===== config.mk =====
export PLATFORM = sky130hd
export DESIGN_NAME = pi_heater_power_controller_unit
export DESIGN_NICKNAME = d
export VERILOG_FILES = /design/src/rtl/core/phpc_pkg.sv /design/src/rtl/core/pi_heater_power_controller_unit.sv /design/src/rtl/core/phpc_step.sv
export SDC_FILE = /design/constraint.sdc
export NUM_CORES = 1
export LEC_CHECK = 0
export BUFFER_PORTS_ARGS = -buffer_cell sky130_fd_sc_hd__buf_2
export CAP_MARGIN = 20
export CORE_MARGIN = 8
export CORE_UTILIZATION = 50
export DETAILED_ROUTE_END_ITERATION = 12
export GPL_ROUTABILITY_DRIVEN = 0
export PLACE_DENSITY = 0.69
export SYNTH_ARGS = -nofsm -noshare
export SYNTH_HDL_FRONTEND = slang
export SYNTH_SLANG_ARGS = --single-unit
export TNS_END_PERCENT = 1

===== constraint.sdc =====
create_clock -name clk -period 12.7 [get_ports clk]
set_input_delay 1.27 -clock clk [delete_from_list [all_inputs] [get_ports clk]]
set_output_delay 1.27 -clock clk [all_outputs]
set_load 0.005 [all_outputs]

===== src/rtl/core/phpc_pkg.sv =====
// Package for the PI heater power controller: field widths, register
// indexes, reset values and the structs shared by the top level and the
// per-tick datapath. No dependencies.
package phpc_pkg;

	// Field widths
	localparam int unsigned TempW   = 11;
	localparam int unsigned GainW   = 8;
	localparam int unsigned IntervW = 16;
	localparam int unsigned PowerW  = 14;
	localparam int unsigned SumW    = 16;
	localparam int unsigned IndexW  = 3;
	localparam int unsigned DataW   = 16;

	// Register indexes on the write port
	localparam logic [IndexW-1:0] RegPropGain  = 3'd0;
	localparam logic [IndexW-1:0] RegIntegGain = 3'd1;
	localparam logic [IndexW-1:0] RegInterval  = 3'd2;
	localparam logic [IndexW-1:0] RegMaxPower  = 3'd3;
	localparam logic [IndexW-1:0] RegMinPower  = 3'd4;
	localparam logic [IndexW-1:0] RegCutMargin = 3'd5;

	// Register reset values
	localparam logic [GainW-1:0]   PropGainRst  = 8'd50;
	localparam logic [GainW-1:0]   IntegGainRst = 8'd5;
	localparam logic [IntervW-1:0] IntervalRst  = 16'd20;
	localparam logic [PowerW-1:0]  MaxPowerRst  = 14'd7500;
	localparam logic [PowerW-1:0]  MinPowerRst  = 14'd500;
	localparam logic [TempW-1:0]   CutMarginRst = 11'd20;

	// Configuration registers as seen by the datapath
	typedef struct packed {
		logic [GainW-1:0]   prop_gain;
		logic [GainW-1:0]   integ_gain;
		logic [IntervW-1:0] integ_interval;
		logic [PowerW-1:0]  max_power;
		logic [PowerW-1:0]  min_power;
		logic [TempW-1:0]   cutoff_margin;
	} cfg_t;

	// Controller state carried from one tick to the next
	typedef struct packed {
		logic signed [SumW-1:0] error_sum;
		logic [IntervW-1:0]     tick_count;
		logic [PowerW-1:0]      last_power;
	} state_t;

endpackage


===== src/rtl/core/pi_heater_power_controller_unit.sv =====
// PI heater power controller with conditional-integration anti-windup.
// Top level: request and result channels, configuration registers, state.
// Depends on phpc_pkg and phpc_step.
//
// Usage:
//   Each request (measured_temp, target_temp) is one control tick and gives
//   exactly one result (drive_power, integral_value, overtemp_cut).
//   A request is taken when req_valid is high and req_stall is low; a result
//   is taken when res_valid is high and res_stall is low.
//   A request lands in an input register; the tick is then computed, the
//   controller state updated and the result register loaded. One request
//   per cycle is sustained while the receiver does not stall; the PI state
//   (integral, tick counter, last power) is updated in the same cycle as
//   the result register loads, so consecutive ticks follow with no gap.
//   While the receiver stalls, the result register holds its value; the
//   input register fills once more and then req_stall rises until the
//   result is taken.
//   Reset (arst_n low) empties both registers, clears the integral and tick
//   counter, sets last power to 500 and loads the register defaults.
//   Configuration is written through wr_en/wr_index/wr_data with no wait;
//   an index beyond the register list is ignored.
module pi_heater_power_controller_unit (
	input  logic                                clk,
	input  logic                                arst_n,
	input  logic                                req_valid,
	output logic                                req_stall,
	input  logic [phpc_pkg::TempW-1:0]          measured_temp,
	input  logic [phpc_pkg::TempW-1:0]          target_temp,
	output logic                                res_valid,
	input  logic                                res_stall,
	output logic [phpc_pkg::PowerW-1:0]         drive_power,
	output logic signed [phpc_pkg::SumW-1:0]    integral_value,
	output logic                                overtemp_cut,
	input  logic                                wr_en,
	input  logic [phpc_pkg::IndexW-1:0]         wr_index,
	input  logic [phpc_pkg::DataW-1:0]          wr_data
);

	phpc_pkg::cfg_t   cfg_q;
	phpc_pkg::state_t state_q;
	phpc_pkg::state_t state_nxt;

	logic                        valid_s1;
	logic [phpc_pkg::TempW-1:0]  meas_s1;
	logic [phpc_pkg::TempW-1:0]  targ_s1;
	logic                        valid_s2;
	logic [phpc_pkg::PowerW-1:0] power_s2;
	logic signed [phpc_pkg::SumW-1:0] sum_s2;
	logic                        cut_s2;
	logic                        cut_nxt;
	logic                        req_take;
	logic                        advance;

	// Handshake: the result register frees when empty or taken
	assign advance   = !valid_s2 || !res_stall;
	assign req_stall = valid_s1 && !advance;
	assign req_take  = req_valid && !req_stall;

	// Configuration registers
	always_ff @(posedge clk or negedge arst_n) begin
		if (!arst_n) begin
			cfg_q.prop_gain      <= phpc_pkg::PropGainRst;
			cfg_q.integ_gain     <= phpc_pkg::IntegGainRst;
			cfg_q.integ_interval <= phpc_pkg::IntervalRst;
			cfg_q.max_power      <= phpc_pkg::MaxPowerRst;
			cfg_q.min_power      <= phpc_pkg::MinPowerRst;
			cfg_q.cutoff_margin  <= phpc_pkg::CutMarginRst;
		end else if (wr_en) begin
			case (wr_index)
				phpc_pkg::RegPropGain:  cfg_q.prop_gain <= wr_data[phpc_pkg::GainW-1:0];
				phpc_pkg::RegIntegGain: cfg_q.integ_gain <= wr_data[phpc_pkg::GainW-1:0];
				phpc_pkg::RegInterval:  cfg_q.integ_interval <= wr_data;
				phpc_pkg::RegMaxPower:  cfg_q.max_power <= wr_data[phpc_pkg::PowerW-1:0];
				phpc_pkg::RegMinPower:  cfg_q.min_power <= wr_data[phpc_pkg::PowerW-1:0];
				phpc_pkg::RegCutMargin: cfg_q.cutoff_margin <= wr_data[phpc_pkg::TempW-1:0];
				default: ;
			endcase
		end
	end

	// Input register: valid bit
	always_ff @(posedge clk or negedge arst_n) begin
		if (!arst_n) begin
			valid_s1 <= 1'b0;
		end else if (req_take) begin
			valid_s1 <= 1'b1;
		end else if (advance) begin
			valid_s1 <= 1'b0;
		end
	end

	// Input register: payload
	always_ff @(posedge clk) begin
		if (req_take) begin
			meas_s1 <= measured_temp;
			targ_s1 <= target_temp;
		end
	end

	phpc_step u_step (
		.cfg           (cfg_q),
		.cur           (state_q),
		.measured_temp (meas_s1),
		.target_temp   (targ_s1),
		.nxt           (state_nxt),
		.overtemp_cut  (cut_nxt)
	);

	// Controller state: advance once per tick moved to the result register
	always_ff @(posedge clk or negedge arst_n) begin
		if (!arst_n) begin
			state_q.error_sum  <= '0;
			state_q.tick_count <= '0;
			state_q.last_power <= phpc_pkg::MinPowerRst;
		end else if (valid_s1 && advance) begin
			state_q <= state_nxt;
		end
	end

	// Result register: valid bit
	always_ff @(posedge clk or negedge arst_n) begin
		if (!arst_n) begin
			valid_s2 <= 1'b0;
		end else if (advance) begin
			valid_s2 <= valid_s1;
		end
	end

	// Result register: payload
	always_ff @(posedge clk) begin
		if (valid_s1 && advance) begin
			power_s2 <= state_nxt.last_power;
			sum_s2   <= state_nxt.error_sum;
			cut_s2   <= cut_nxt;
		end
	end

	assign res_valid      = valid_s2;
	assign drive_power    = power_s2;
	assign integral_value = sum_s2;
	assign overtemp_cut   = cut_s2;

endmodule


===== src/rtl/core/phpc_step.sv =====
// Combinational datapath for one control tick: error, interval counter,
// conditional integration with saturation, PI sum and power clamp.
// Depends on phpc_pkg.
module phpc_step (
	input  phpc_pkg::cfg_t                       cfg,
	input  phpc_pkg::state_t                     cur,
	input  logic [phpc_pkg::TempW-1:0]           measured_temp,
	input  logic [phpc_pkg::TempW-1:0]           target_temp,
	output phpc_pkg::state_t                     nxt,
	output logic                                 overtemp_cut
);

	logic signed [11:0] err;
	logic               tick_hit;
	logic               integ_en;
	logic signed [16:0] sum_wide;
	logic signed [15:0] sum_sat;
	logic signed [15:0] sum_new;
	logic signed [20:0] p_term;
	logic signed [24:0] i_term;
	logic signed [25:0] raw;
	logic signed [25:0] val;
	logic signed [12:0] neg_margin;
	logic signed [25:0] max_ext;
	logic signed [25:0] min_ext;
	logic [phpc_pkg::PowerW-1:0] power;

	// Error is setpoint minus measurement
	assign err = $signed({1'b0, target_temp}) - $signed({1'b0, measured_temp});

	// Interval counter: wrap to zero on a hit, otherwise advance
	assign tick_hit = (cur.tick_count == cfg.integ_interval);
	assign nxt.tick_count = tick_hit ? '0 : cur.tick_count + 16'd1;

	// Integrate only on an interval hit, and only when the previous power sat at neither limit
	assign integ_en = tick_hit && (cur.last_power != cfg.max_power)
		&& (cur.last_power != cfg.min_power);

	// Saturating 16-bit accumulate
	assign sum_wide = $signed({cur.error_sum[15], cur.error_sum})
		+ $signed({{5{err[11]}}, err});
	always_comb begin
		if (sum_wide[16] != sum_wide[15]) begin
			sum_sat = sum_wide[16] ? 16'sh8000 : 16'sh7fff;
		end else begin
			sum_sat = sum_wide[15:0];
		end
	end
	assign sum_new = integ_en ? sum_sat : cur.error_sum;
	assign nxt.error_sum = sum_new;

	// PI sum; both gains are unsigned
	assign p_term = $signed({1'b0, cfg.prop_gain}) * err;
	assign i_term = $signed({1'b0, cfg.integ_gain}) * sum_new;
	assign raw = $signed({{5{p_term[20]}}, p_term}) + $signed({i_term[24], i_term});

	// Overtemperature cutoff forces minimum power before the clamp
	assign neg_margin = 13'sd0 - $signed({2'b00, cfg.cutoff_margin});
	assign overtemp_cut = ($signed({err[11], err}) < neg_margin);

	assign max_ext = $signed({12'd0, cfg.max_power});
	assign min_ext = $signed({12'd0, cfg.min_power});
	assign val = overtemp_cut ? min_ext : raw;

	// Clamp: upper bound tested first
	always_comb begin
		if (val > max_ext) begin
			power = cfg.max_power;
		end else if (val < min_ext) begin
			power = cfg.min_power;
		end else begin
			power = val[phpc_pkg::PowerW-1:0];
		end
	end
	assign nxt.last_power = power;

endmodule


==> results.json, run 1 <==
{
  "maxCapViolations": 0,
  "fillers": 3186,
  "grt_pass1_wl_mm": 79.6,
  "clk_latency_ns": 0.46,
  "dieWidth_um": 210,
  "yosys_warnings": 0,
  "slew_headroom_pct": 27.7,
  "drt_iter0_drc": 1078,
  "grt_max_degree": 70,
  "coreArea_sq_um": 37400,
  "max_stage_delay_ns": 0.55,
  "clock_sinks": 172,
  "slew_violations": 0,
  "synth-seq-cells": 172,
  "syn-cell-area_sq_um": 18800,
  "status": "completed",
  "dr.pass1.iters": 7,
  "ctsHoldBuffers": 0,
  "num_io_pins": 79,
  "hold_viol": 0,
  "diodes": 0,
  "die_y_um": 210,
  "postSynthCellCount": 1915,
  "h-tree-depth": 4,
  "final_util_pct": 56.4,
  "netlist-cell-type-count": 70,
  "ant_nets": 0,
  "die_area_sq_um": 44200,
  "io_buffers": 78,
  "clk_pin_slew_ns": 0.08,
  "tightest_slew_ns": 1.08,
  "gr-total-overflow": 0,
  "wirelength_mm": 49.6,
  "synthArstFlopShare_pct": 69.2,
  "syn_nets": 2348,
  "arrival_ns": 12.62,
  "netlist_top_cells_count": "inv_1 (321), fa_1 (232), nand2_1 (221)",
  "crit_required_ns": 12.92,
  "cts_made_buffers": 17,
  "skew_ns": 0.0150,
  "vias": 14300,
  "start_util_pct": 50.4,
  "cts_tree": "done",
  "grt_setup_unrepaired": "yes",
  "fp-row-count": 71,
  "ctsRootBufferMaster": "clkbuf_16",
  "synth-seq-area-share_pct": 24.4,
  "grt_pass1_vias": 15000,
  "clockBufferDepth": 2,
  "synth_area_leaders": "fa_1 (25%), dfrtp_1 (12%), ha_1 (10%)",
  "synth_edf_count": 53,
  "fin_crit_ns": 12.40,
  "synth.most_common_cell": "inv_1",
  "finalSetupViolations": 0,
  "nets": 2465,
  "max_freq_ghz": 0.0806,
  "endpoint_kind": "flop",
  "path_max_fanout": 7,
  "synth_top_area_share_pct": 24.6,
  "hpwl_mm": 38.9,
  "hold_class": "reg -> reg",
  "wl_per_cell_um": 19.4,
  "drive_gt1_share_pct": 17.5,
  "grt.total_usage_pct": 22.8,
  "syn_to_final_growth_pct": 12.0,
  "via_per_inst": 5.59,
  "crit_type": "reg -> reg",
  "crit_slowest_cell": "fa_1",
  "ys.flop_type": "dfrtp_1",
  "timing.final.crit_share_pct": 97.7,
  "avgSynthCellArea_sq_um": 9.84,
  "synth_top_area_cell": "fa_1",
  "drc_errors": 0,
  "startpoint_type": "flop",
  "crit_top_cell": "inv_1",
  "grt_antenna_before_repair": 1
}
==> registers in the layout (all words and copies together) (netlist names) <==
| name | cells |
|---|---|
| valid_s1 | 1 |
| overtemp_cut | 1 |
| state_q | 46 |
| meas_s1 | 11 |
| cfg_q | 71 |
| drive_power | 14 |
| integral_value | 16 |
| targ_s1 | 11 |
| res_valid | 1 |
==> worst max-delay path: cells and delay by family, from the launching register on <==
kind	cells	cell delay (ns)
buf+inv	12	1.09
flops	1	0.36
mux	2	0.41
compound gates	21	3.34
xor+xnor	3	0.56
simple gates	7	1.54
fa+ha+maj	12	4.85
==> cells by family after synthesis <==
kind of cell | share of synthesized area [%]
AND/OR/NAND/NOR | 13.7
XOR/XNOR | 4.41
multiplexers | 5.18
adder cells (fa/ha/maj) | 34.9
flip-flops | 24.4
buffers and inverters | 7.84
AO/OA/AOI/OAI | 9.50
==> timing repair <==
item	in CTS	in global routing
pin swaps	7	33
gates resized for setup	12	54
buffers inserted	8	18
endpoints found under the setup margin	28	28
endpoints found under the hold margin	0	0
gates cloned	0	1
==> worst paths after layout <==
path,cells after the start,end,start,slack [ns]
worst min register to register,1,res_valid$_DFFE_PN0N_,valid_s1$_DFFE_PN0P_,0.51
worst max-delay path,57,drive_power[3]$_DFFE_PP_,targ_s1[0]$_DFFE_PP_,0.30
worst min-delay path,1,res_valid$_DFFE_PN0N_,valid_s1$_DFFE_PN0P_,0.51
max in group asynchronous,2,state_q[39]$_DFFE_PN0P_,arst_n,10.48
worst max register to register,57,drive_power[3]$_DFFE_PP_,targ_s1[0]$_DFFE_PP_,0.30
min in group asynchronous,1,state_q[0]$_DFFE_PN0P_,arst_n,0.90
==> through the flow <==
stage / hold WS, ns / TNS, ns / area [sq um] / cells / setup WS [ns]
after floorplan: 0.457 / 0 / 18800 / 1915 / 0.0891
after global placement: 0.475 / 0 / 20000 / 2498 / 0.00828
after detailed placement: 0.487 / -4.42 / 20000 / 2498 / -0.392
after CTS: 0.503 / 0 / 20800 / 2538 / 0.00604
after global routing: 0.534 / -4.71 / 21100 / 2556 / -0.255
final: 0.509 / 0 / 21100 / 2556 / 0.296
==> cell type report <==
| cell class | instances | area, sq um | share of cell area [%] |
|---|---|---|---|
| sequential | 172 | 4600 | 21.8 |
| timing repair buffer | 155 | 1000 | 4.75 |
| inverter | 321 | 1200 | 5.71 |
| clock buffer | 18 | 429 | 2.03 |
| tap | 511 | 639 | 3.03 |
| clock inverter | 14 | 178 | 0.842 |
| multi-input combinational | 1365 | 13100 | 61.8 |
==> placed cells by master, fill, tap and decap left out, types with 28 or more instances in the layout <==
cell      instances
dfstp_2          28
buf_4            73
fa_1            231
xnor2_1          56
ha_1            148
mux2_2           71
buf_2            77
a21oi_1          54
nand2_1         220
inv_1           319
edfxtp_1         53
a21o_1           31
o21ai_0          57
and2_1          104
nor2_1           64
dfrtp_1          91
xor2_1           38
==> layer usage <==
metal	routed length, um	share of wire (%)	GRT usage, %	up-vias
met2	22900	46	36.1	575
met5	0	0	0	-
met3	4170	8.4	6.07	94
met4	1270	2.6	6.49	0
li1	-	-	-	6465
met1	21300	43	30.6	7153
Power of run 1 is left out: the tool's default activity adds up to more than one toggle a clock period on the data nets, which glitch-free logic cannot reach.
==> run 2: changes to the inputs <==
BUFFER_PORTS_ARGS = -buffer_cell sky130_fd_sc_hd__buf_4   (was -buffer_cell sky130_fd_sc_hd__buf_2)
==> results.json, run 2 (same netlist as run 1, synthesis figures left out) <==
{
  "slew_headroom_pct": 26.5,
  "grt_pass1_vias": 14800,
  "hold_class": "reg -> reg",
  "arrival_ns": 12.47,
  "r2r-start": "targ_s1[0]$_DFFE_PP_",
  "io_buffers": 78,
  "timing.final.crit_share_pct": 96.5,
  "clock_sinks": 172,
  "syn_to_final_growth_pct": 12.4,
  "via_per_inst": 5.56,
  "drc_errors": 0,
  "fin_crit_ns": 12.26,
  "busiest_layer": "met2",
  "die_area_sq_um": 44200,
  "ant_nets": 0,
  "reg2reg_depth": 53,
  "holdPathEnd": "res_valid$_DFFE_PN0N_",
  "finalSetupViolations": 0,
  "use_met2_pct": 35.8,
  "grt_use_met1_pct": 31.9,
  "hold_viol": 0,
  "endpoint_kind": "flop",
  "final_common_cell": "inv_1",
  "reg2reg_slack_ns": 0.44,
  "wl_per_cell_um": 19.4,
  "max_stage_delay_ns": 0.59,
  "grt_use_met3_pct": 4.44,
  "vias": 14200,
  "crit_required_ns": 12.91,
  "clk_latency_ns": 0.46,
  "min_from": "valid_s1$_DFFE_PN0P_",
  "start_util_pct": 50.4,
  "drt_iter0_drc": 911,
  "fin_cells": 2550,
  "clockBufferDepth": 2,
  "drive_gt1_share_pct": 17.0,
  "max_freq_ghz": 0.0816,
  "path_max_fanout": 9,
  "gr-total-overflow": 0,
  "worst_slack_ns": 0.440,
  "tightest_slew_ns": 1.10,
  "maxCapViolations": 0,
  "post-place-ws_ns": -0.344,
  "crit_type": "reg -> reg",
  "grt.total_usage_pct": 22.7,
  "nets": 2459,
  "largest_register": "cfg_q",
  "grt_max_degree": 63,
  "die_y_um": 210,
  "h-tree-depth": 4,
  "final_util_pct": 56.6,
  "grt_antenna_before_repair": 0,
  "hpwl_mm": 38.9,
  "clk_pin_slew_ns": 0.08,
  "crit_top_cell": "fa_1",
  "setup_tns_ns": 0,
  "cts_made_buffers": 17,
  "grt_pass1_wl_mm": 79.3,
  "final_cell_mix": "inv_1 (319), fa_1 (232), nand2_1 (221)",
  "dp.cells": 2497,
  "startpoint_type": "flop",
  "wirelength_mm": 49.4,
  "ctsRootBufferMaster": "clkbuf_16",
  "crit_slowest_cell": "fa_1",
  "skew_ns": 0.0135,
  "cts_tree": "done",
  "dieWidth_um": 210,
  "largest_register_ffs": 71,
  "status": "completed",
  "diodes": 0,
  "slew_violations": 0,
  "fp-row-count": 71,
  "reg2reg_to": "drive_power[3]$_DFFE_PP_",
  "hold_depth": 1,
  "num_io_pins": 79,
  "coreArea_sq_um": 37400,
  "dr.pass1.iters": 5
}
run 2: changes by cell type in the layout (fill, tap and decap cells not counted), sizes merged:
cell	delta
buf	-4
clkinv	-3
inv	+3
clkbuf	-2
clkdlybuf4s15	-1
clkinvlp	+1
run 2: timing repair:
item / in CTS / in global routing
hold buffers: 0 / 0
cloned: 0 / 0
setup endpoints to repair: 26 / 28
pin swaps: 5 / 32
buffers inserted: 2 / 19
gates resized for setup: 8 / 44
run 2: cell type report:
type	count	area [sq um]
Timing Repair Buffer	149	1150
Multi-Input combinational cell	1365	13000
Tap cell	511	639
Clock inverter	15	168
Fill cell	3221	16200
Clock buffer	17	425
Inverter	321	1200
Sequential cell	172	4600
run 2: metal layers:
layer,up-vias,share of wire [%]
met3,79,7.0
met2,456,46
li1,6473,-
met1,7171,45
met5,-,0
met4,0,2.1
run 2: worst max-delay path by stage:
stage,slack [ns],end,cells past startpoint,from
after global routing,-0.16,drive_power[3]$_DFFE_PP_,53,targ_s1[0]$_DFFE_PP_
after detailed placement,-0.34,drive_power[12]$_DFFE_PP_,52,targ_s1[1]$_DFFE_PP_
final,0.44,drive_power[3]$_DFFE_PP_,53,targ_s1[0]$_DFFE_PP_
after floorplan,0.09,drive_power[12]$_DFFE_PP_,51,targ_s1[1]$_DFFE_PP_
after global placement,0.04,drive_power[12]$_DFFE_PP_,51,meas_s1[1]$_DFFE_PP_
after CTS,0.02,drive_power[3]$_DFFE_PP_,55,targ_s1[0]$_DFFE_PP_
run 2: critical path: cells and delay by family, from the launching register on:
kind	cells	cell delay, ns
flops	1	0.37
buf+inv	11	1.08
mux	2	0.41
xor+xnor	3	0.47
fa+ha+maj	12	4.93
compound gates	19	3.50
simple gates	6	1.24
run 2: through the flow:
step                area (sq um)  hold slack [ns]
finish                     21200            0.508
global route               21200            0.541
CTS                        20900            0.515
detailed placement         20200            0.489
global placement           20200            0.471
floorplan                  18800            0.457
Power of run 2 is left out for the same reason.
==> run 3: changes to the inputs <==
ABC_AREA = 1   (was default)
TNS_END_PERCENT = 20   (was 1)
==> results.json, run 3 <==
{
  "status": "completed",
  "synth_top_area_share_pct": 23.8,
  "crit_required_ns": 12.89,
  "netlist-cell-type-count": 51,
  "grt_max_degree": 69,
  "finalSetupViolations": 0,
  "skew_ns": 0.0249,
  "synth-seq-area-share_pct": 23.6,
  "final_common_cell": "nand2_1",
  "clk_latency_ns": 0.47,
  "final_util_pct": 55.2,
  "cts_tree": "done",
  "num_io_pins": 79,
  "wirelength_mm": 52.2,
  "slew_headroom_pct": 30.5,
  "startpoint_type": "flop",
  "fin_crit_ns": 11.96,
  "syn_nets": 2879,
  "wl_per_cell_um": 17.1,
  "reg2reg_depth": 67,
  "start_util_pct": 50.6,
  "max_freq_ghz": 0.0836,
  "crit_top_cell": "nand2_1",
  "crit_type": "reg -> reg",
  "drive_gt1_share_pct": 9.66,
  "hold_depth": 2,
  "postSynthCellCount": 2446,
  "die_area_sq_um": 45600,
  "tightest_slew_ns": 1.04,
  "dieWidth_um": 213,
  "timing.final.crit_share_pct": 94.1,
  "diodes": 0,
  "avgSynthCellArea_sq_um": 7.97,
  "dr.pass1.iters": 6,
  "synthArstFlopShare_pct": 69.2,
  "crit_slowest_cell": "fa_1",
  "endpoint_kind": "flop",
  "grt.total_usage_pct": 23.9,
  "clock_sinks": 172,
  "gr-total-overflow": 0,
  "via_per_inst": 5.25,
  "syn_to_final_growth_pct": 9.23,
  "drc_errors": 0,
  "ctsHoldBuffers": 0,
  "largest_register_ffs": 71,
  "ant_nets": 0,
  "grt_antenna_before_repair": 1,
  "h-tree-depth": 4,
  "netlist_top_cells_count": "nand2_1 (632), inv_1 (544), fa_1 (232)",
  "grt_pass1_wl_mm": 85.5,
  "ys.flop_type": "dfrtp_1",
  "io_buffers": 78,
  "synth_area_leaders": "fa_1 (24%), nand2_1 (12%), dfrtp_1 (12%)",
  "grt_pass1_vias": 16300,
  "hold_class": "reg -> reg",
  "coreArea_sq_um": 38600,
  "cts_made_buffers": 17,
  "arrival_ns": 12.15,
  "ctsRootBufferMaster": "clkbuf_16",
  "synth.most_common_cell": "nand2_1",
  "maxCapViolations": 0,
  "vias": 16000,
  "path_max_fanout": 12,
  "slew_violations": 0,
  "final_cell_mix": "nand2_1 (632), inv_1 (534), fa_1 (232)",
  "synth_edf_count": 53,
  "fp-row-count": 72,
  "synth-seq-cells": 172,
  "yosys_warnings": 0,
  "syn-cell-area_sq_um": 19500,
  "hold_viol": 0,
  "drt_iter0_drc": 1334,
  "max_stage_delay_ns": 0.57,
  "nets": 2946,
  "hpwl_mm": 42.3,
  "die_y_um": 213,
  "fillers": 3672,
  "clockBufferDepth": 2,
  "largest_register": "cfg_q",
  "clk_pin_slew_ns": 0.08,
  "synth_top_area_cell": "fa_1"
}
run 3: final timing paths:
kind,startpoint,end,slack (ns)
worst min register to register,state_q[5]$_DFFE_PN1P_,state_q[5]$_DFFE_PN1P_,0.50
worst max-delay path,targ_s1[2]$_DFFE_PP_,drive_power[13]$_DFFE_PP_,0.74
worst max register to register,targ_s1[2]$_DFFE_PP_,drive_power[13]$_DFFE_PP_,0.74
min in group asynchronous,arst_n,state_q[13]$_DFFE_PN0P_,0.94
worst min-delay path,state_q[5]$_DFFE_PN1P_,state_q[5]$_DFFE_PN1P_,0.50
max in group asynchronous,arst_n,state_q[32]$_DFFE_PN0P_,10.49
run 3: through the flow:
stage / area (sq um) / worst slack, ns / instances / TNS [ns] / hold slack [ns]
finish: 21300 / 0.743 / 3044 / 0 / 0.497
global placement: 20600 / 0.832 / 3002 / 0 / 0.474
global route: 21300 / -0.0403 / 3044 / -0.211 / 0.506
CTS: 21100 / 0.432 / 3034 / 0 / 0.495
detailed placement: 20600 / 0.448 / 3002 / 0 / 0.483
floorplan: 19500 / 2.15 / 2446 / 0 / 0.444
run 3: metal layers:
layer / share of wire [%] / track usage (%) / vias to the layer above
met3: 8.1 / 4.25 / 61
met1: 44 / 33.5 / 7746
met2: 46 / 38.3 / 594
li1: - / - / 7566
met4: 1.7 / 6.03 / 0
met5: 0 / 0 / -
run 3: final cells by class:
class / count / area [sq um] / area share [%]
clock buffer: 20 / 458 / 2.15
clock inverter: 12 / 118 / 0.552
inverter: 548 / 2070 / 9.72
multi-input combinational: 1677 / 12700 / 59.5
sequential: 172 / 4600 / 21.6
tap: 518 / 648 / 3.04
timing repair buffer: 96 / 721 / 3.38
timing repair inverter: 1 / 7.51 / 0.0352
run 3: timing repair:
item                       in CTS  in global routing
hold endpoints to repair        0                  0
resized for setup               0                 30
setup endpoints to repair       0                 28
setup buffers                   0                  9
run 3: logic make-up (layout without fill, tap and decap cells):
group	after synthesis	after routing	share of synthesized area, %
adders and majority gates	387	387	33.8
AOI/OAI and AO/OA	231	231	6.39
DFF	172	172	23.6
muxes	2	2	0.116
xor gates and xnor gates	63	63	2.83
buffers and inverters	597	677	11.7
and+or+nand+nor	994	994	21.5
run 3: worst max-delay path, delay by kind of cell, from the launching register on:
kind / cells / cell delay, ns
AO/OA/AOI/OAI: 12 / 1.72
XOR/XNOR: 2 / 0.40
flip-flops: 1 / 0.37
adder cells (fa/ha/maj): 11 / 4.98
buffers and inverters: 14 / 1.64
AND/OR/NAND/NOR: 28 / 2.59
Power of run 3 is left out for the same reason.
